File: src/design/isu_pkg.sv
// Shared constants, codes, types and neighbor table of the Ising update block.
`timescale 1ns / 1ps

package isu_pkg;

  // Store and lattice limits
  localparam int SPIN_DEPTH = 4096;
  localparam int MAX_SIDE   = 64;
  localparam int ADDR_W     = $clog2(SPIN_DEPTH);

  // Field widths
  localparam int SITE_W     = 12;
  localparam int SIDE_W     = 7;
  localparam int LEVEL_W    = 16;
  localparam int MODE_W     = 2;
  localparam int ACT_W      = 2;
  localparam int PROD_W     = 4;
  localparam int CFG_IDX_W  = 3;
  localparam int CFG_DATA_W = 16;

  // Derived widths
  localparam int SQ_W      = 2 * SIDE_W;
  localparam int CUBE_W    = 3 * SIDE_W;
  localparam int NB_MAX    = 6;
  localparam int NB_W      = $clog2(NB_MAX + 1);
  localparam int LVL_IDX_W = $clog2(NB_MAX);

  typedef enum logic [ACT_W-1:0] {
    ACT_WRITE  = 2'd0,
    ACT_READ   = 2'd1,
    ACT_UPDATE = 2'd2
  } action_e;

  typedef enum logic [MODE_W-1:0] {
    LAT_SQUARE     = 2'd0,
    LAT_HONEYCOMB  = 2'd1,
    LAT_TRIANGULAR = 2'd2,
    LAT_CUBIC      = 2'd3
  } lattice_e;

  typedef enum logic [CFG_IDX_W-1:0] {
    REG_MODE   = 3'd0,
    REG_SIDE   = 3'd1,
    REG_LEVEL1 = 3'd2,
    REG_LEVEL2 = 3'd3,
    REG_LEVEL3 = 3'd4,
    REG_LEVEL4 = 3'd5,
    REG_LEVEL5 = 3'd6,
    REG_LEVEL6 = 3'd7
  } cfg_reg_e;

  // Per-axis step of one neighbor
  typedef enum logic [1:0] {
    STEP_ZERO  = 2'd0,
    STEP_PLUS  = 2'd1,
    STEP_MINUS = 2'd2
  } step_e;

  typedef struct packed {
    step_e dc;
    step_e dr;
    step_e dh;
  } nb_dir_t;

  typedef enum logic [3:0] {
    ST_IDLE,
    ST_SIZE,
    ST_CUBE,
    ST_CHECK,
    ST_READ,
    ST_DIV_COL,
    ST_DIV_ROW,
    ST_NB_RD,
    ST_NB_GET,
    ST_DECIDE,
    ST_RESULT
  } state_e;

  // Divider request and response
  typedef struct packed {
    logic              start;
    logic [SITE_W-1:0] dividend;
    logic [SIDE_W-1:0] divisor;
  } div_req_t;

  typedef struct packed {
    logic              done;
    logic [SITE_W-1:0] quot;
    logic [SIDE_W-1:0] rem;
  } div_rsp_t;

  // Neighbor count per lattice
  function automatic logic [NB_W-1:0] nb_count(input lattice_e mode);
    logic [NB_W-1:0] n;
    case (mode)
      LAT_SQUARE:    n = NB_W'(4);
      LAT_HONEYCOMB: n = NB_W'(3);
      default:       n = NB_W'(6);
    endcase
    return n;
  endfunction

  // Direction of neighbor k; odd selects the honeycomb vertical bond
  function automatic nb_dir_t nb_dir(input lattice_e mode, input logic [NB_W-1:0] k,
                                     input logic odd);
    nb_dir_t d;
    d.dc = STEP_ZERO;
    d.dr = STEP_ZERO;
    d.dh = STEP_ZERO;
    case (k)
      3'd0: d.dc = STEP_PLUS;
      3'd1: d.dc = STEP_MINUS;
      3'd2: begin
        if (mode == LAT_HONEYCOMB) d.dr = odd ? STEP_PLUS : STEP_MINUS;
        else d.dr = STEP_MINUS;
      end
      3'd3: begin
        if (mode == LAT_TRIANGULAR) begin
          d.dr = STEP_MINUS;
          d.dc = STEP_PLUS;
        end else begin
          d.dr = STEP_PLUS;
        end
      end
      3'd4: begin
        if (mode == LAT_CUBIC) d.dh = STEP_PLUS;
        else d.dr = STEP_PLUS;
      end
      3'd5: begin
        if (mode == LAT_CUBIC) begin
          d.dh = STEP_MINUS;
        end else begin
          d.dr = STEP_PLUS;
          d.dc = STEP_MINUS;
        end
      end
      default: d.dc = STEP_ZERO;
    endcase
    return d;
  endfunction

endpackage

File: src/design/isu_div.sv
// Restoring divider, one quotient bit per cycle, for site coordinates.
`timescale 1ns / 1ps

module isu_div (
  input  logic               clk_i,
  input  logic               rst_ni,
  input  isu_pkg::div_req_t  req_i,
  output isu_pkg::div_rsp_t  rsp_o
);

  localparam int CNT_W = $clog2(isu_pkg::SITE_W);

  logic                        busy_q, busy_d;
  logic                        done_q, done_d;
  logic [CNT_W-1:0]            cnt_q, cnt_d;
  logic [isu_pkg::SITE_W-1:0]  dvd_q, dvd_d;
  logic [isu_pkg::SIDE_W-1:0]  rem_q, rem_d;
  logic [isu_pkg::SIDE_W-1:0]  dvs_q, dvs_d;
  logic [isu_pkg::SIDE_W:0]    shifted;
  logic [isu_pkg::SIDE_W:0]    diff;
  logic                        ge;

  // One restoring step
  always_comb begin
    shifted = {rem_q, dvd_q[isu_pkg::SITE_W-1]};
    diff    = shifted - {1'b0, dvs_q};
    ge      = shifted >= {1'b0, dvs_q};
  end

  // Next state
  always_comb begin
    busy_d = busy_q;
    done_d = 1'b0;
    cnt_d  = cnt_q;
    dvd_d  = dvd_q;
    rem_d  = rem_q;
    dvs_d  = dvs_q;
    if (req_i.start) begin
      busy_d = 1'b1;
      cnt_d  = '0;
      dvd_d  = req_i.dividend;
      rem_d  = '0;
      dvs_d  = req_i.divisor;
    end else if (busy_q) begin
      dvd_d = {dvd_q[isu_pkg::SITE_W-2:0], ge};
      rem_d = ge ? diff[isu_pkg::SIDE_W-1:0] : shifted[isu_pkg::SIDE_W-1:0];
      cnt_d = cnt_q + CNT_W'(1);
      if (cnt_q == CNT_W'(isu_pkg::SITE_W - 1)) begin
        busy_d = 1'b0;
        done_d = 1'b1;
      end
    end
  end

  // Control
  always_ff @(posedge clk_i or negedge rst_ni) begin
    if (!rst_ni) begin
      busy_q <= 1'b0;
      done_q <= 1'b0;
      cnt_q  <= '0;
    end else begin
      busy_q <= busy_d;
      done_q <= done_d;
      cnt_q  <= cnt_d;
    end
  end

  // Datapath
  always_ff @(posedge clk_i) begin
    dvd_q <= dvd_d;
    rem_q <= rem_d;
    dvs_q <= dvs_d;
  end

  assign rsp_o.done = done_q;
  assign rsp_o.quot = dvd_q;
  assign rsp_o.rem  = rem_q;

  // Never restarted mid-divide
  a_no_restart: assert property (@(posedge clk_i) disable iff (!rst_ni)
    req_i.start |-> !busy_q)
    else $error("divider restarted while busy");

  // Finished remainder is below the divisor
  a_rem_range: assert property (@(posedge clk_i) disable iff (!rst_ni)
    done_q |-> (rem_q < dvs_q))
    else $error("divider remainder out of range");

endmodule

File: config.mk
export PLATFORM = sky130hd
export DESIGN_NAME = isu_div
export DESIGN_NICKNAME = d
export VERILOG_FILES = /design/src/design/isu_pkg.sv /design/src/design/isu_div.sv
export SDC_FILE = /design/constraint.sdc
export NUM_CORES = 1
export LEC_CHECK = 0
export ABC_AREA = 1
export BUFFER_PORTS_ARGS = -buffer_cell sky130_fd_sc_hd__buf_4
export CORE_UTILIZATION = 24
export CTS_CLUSTER_DIAMETER = 50
export DETAILED_ROUTE_END_ITERATION = 12
export PLACE_DENSITY = 0.51
export SYNTH_ARGS = -nofsm -noshare
export SYNTH_HDL_FRONTEND = slang
export SYNTH_SLANG_ARGS = --single-unit
File: constraint.sdc
create_clock -name clk_i -period 3.4 [get_ports clk_i]
set_input_delay 0.17 -clock clk_i [delete_from_list [all_inputs] [get_ports clk_i]]
set_output_delay 0.17 -clock clk_i [all_outputs]
set_load 0.01 [all_outputs]
==> results.cfg <==
[worst_setup_path]
crit_slowest_cell = fa_1
cpLargestDelayFamily = adder cells
timing.critical_path.cells = inv_1 > ha_1 > fa_1 > inv_1 > nand2_1 > nand2_1 > nand2_1 > nand2_1 > nand2_1 > a31oi_1
crit_type = reg2reg
slowest_delay_ns = 0.41
required_ns = 3.53
cp.arrival_ns = 2.09
cp_max_fo = 8
critPathMostFrequentCell = nand2_1
critPathBufInv = 2
endpoint_kind = register
start_kind = register

[finish]
n_antenna_cell = 0
final_nets = 278
layout-drive-gt1-share_pct = 23.4
stdcell_count = 344
syn_to_final_growth_pct = 30.8
nFillCells = 754
utilization_pct = 32.7

[placed_design]
hpwlAfterDp_microns = 2790
placed_cells_incl_taps = 335
port_buffers = 41
routabilityCongestion = 0.792

[global_routing]
antenna_found_initial = 0
grt_use_met3_pct = 3.62
grt_max_degree = 24
grt_pass1_wl_microns = 6130
top_usage_layer = met2
grt.met1_usage_pct = 13.9
met2_usage_pct = 17.0
grt_usage_pct = 10.9
grt_pass1_vias = 1332
grt_overflow = 0

[timing]
period_minus_slack_ns = 1.96
tns_ns = 0
worst_pin_slew_ns = 0.503
finalClockSkew_ns = 0.00625
hold_viol = 0
maxSlewViolCount = 0
timing.fmax_mhz = 510
max_slew_margin_pct = 66.4
rsz0062_at_grt = no
setup_violations = 0
min_period_over_period_pct = 57.7

[clock_tree]
cts.path.max_buffers = 2
post-cts-setup-buffer-count = 0
cts.clk_slew.worst_paths_ns = 0.07
cts_sinks = 32
cts_buffers = 5
root_buffer = clkbuf_8
clk_latency_ns = 0.29
htree_levels = 2
cts_tree = done

[floorplan]
io_pins = 42
row_count = 30
die_area_sq_mm = 0.00745
die_x_microns = 86.3
fp.dieH_microns = 86.3
core_sq_mm = 0.00683
start_util_pct = 25.0

[logic_synthesis]
yosysMostFrequentCell = nand2_1
ys_ff_latch = 32
yosysSeqAreaShare_pct = 50.4
ys.warnings.count = 0
avgSynthCellArea_sq_um = 8.45
syn_inst = 202
synth_cell_types = 28
synth_ff_type = edfxtp_1
yosys.area.top_type = edfxtp_1
syn_area_sq_mm = 0.00171
ys_top_cells_by_count = 81 x nand2_1, 21 x inv_1, 19 x edfxtp_1
synth-edff-count = 19
postSynth.asyncResetShare_pct = 18.8
syn-num-nets = 233
synthTopCellsByArea = edfxtp_1 33%, nand2_1 18%, dfrtp_1 8.8%
synth_top_area_share_pct = 33.4

[min_path]
hp-class = in2reg

[job]
maxCapViolCount = 0

[route]
drtPass1Iterations = 4
drc = 0
wl_microns = 3770
wire_per_inst_microns = 11.0
avgViaCountPerCell = 4.05
ant_nets = 0
vias = 1392
dr.first_iter.drc_count = 65

[power]
p_leak_nw = 1.11
vdd_drop_max_v = 0.000203
pwr_density_cell_mw_per_mm2 = 626

[run_status]
status = completed
==> metrics by stage <==
stage | total power [mW] | hold WS (ns) | instance area, sq um | worst slack [ns]
final | 1.40 | 0.0557 | 2230 | 1.44
after global routing | 1.49 | 0.0434 | 2230 | 1.26
after CTS | 1.42 | 0.0473 | 2230 | 1.43
after detailed placement | 1.05 | -0.0148 | 2110 | 1.46
after global placement | 1.05 | -0.0160 | 2110 | 1.50
after floorplan | 0.873 | -0.126 | 1710 | 1.62
==> layer usage <==
layer	vias to the layer above	wire length [microns]
met2	39	1670
met1	616	1770
met4	0	53
li1	732	-
met5	-	0
met3	5	277
==> registers in the layout (all words and copies together), names as in the netlist <==
signal	count
busy_q	1
dvs_q	7
done_q	1
rem_q	7
cnt_q	4
dvd_q	12
==> worst reg2reg max path, delay by kind of cell (launching register included) <==
kind / cells / cell delay [ns]
AO/OA/AOI/OAI: 1 / 0.21
adder cells (fa/ha/maj): 2 / 0.65
AND/OR/NAND/NOR: 5 / 0.45
buffers and inverters: 2 / 0.15
flip-flops: 1 / 0.35
==> power breakdown <==
group	internal (mW)	switching, mW	leakage [nW]
Clock	0.217	0.146	0.0552
Sequential	0.474	0.0470	0.334
Combinational	0.226	0.287	0.726
==> worst paths after layout <==
kind                       startpoint  endpoint  slack [ns]  cells past startpoint
max                         dvd_q[11]  dvd_q[0]        1.44                     10
min                          req_i[6]  dvs_q[6]        0.06                      1
max reg2reg                 dvd_q[11]  dvd_q[0]        1.44                     10
min reg2reg                  cnt_q[3]  cnt_q[3]        0.47                      1
max in group asynchronous      rst_ni    done_q        3.06                      2
min in group asynchronous      rst_ni  cnt_q[3]        0.22                      2
==> cells by family (layout without fill, tap and decap cells) <==
| logic type | count (synthesis) | in the layout | share of synthesized area [%] |
|---|---|---|---|
| AND/OR/NAND/NOR | 119 | 119 | 30.4 |
| flip-flops | 32 | 32 | 50.4 |
| buffers and inverters | 30 | 76 | 6.89 |
| adder cells (fa/ha/maj) | 9 | 9 | 7.04 |
| AO/OA/AOI/OAI | 9 | 9 | 3.74 |
| XOR/XNOR | 3 | 3 | 1.54 |
==> layout make-up <==
cell class                 count  area, sq um  share of cell area (%)
clock buffer                   6         72.6                    3.25
clock inverter                 2         35.0                    1.57
inverter                      26         97.6                    4.37
multi-input combinational    140          728                    32.6
sequential                    32          861                    38.6
tap                           96          120                    5.38
timing repair buffer          42          318                    14.2
==> cells in the final DEF (no fill, tap or decap), types with 6 or more instances in the layout <==
master    count
ha_1          8
nand2_1      81
nor2_1       10
buf_4        41
nand3_1      15
edfxtp_1     19
dfxtp_1       7
dfrtp_1       6
inv_1        21
==> repair_timing <==
action | CTS | global route
endpoints found under the hold margin | 6 | 0
gates resized for setup | 0 | 0
hold buffers | 1 | 0
Power figures use the tool's default switching activity.
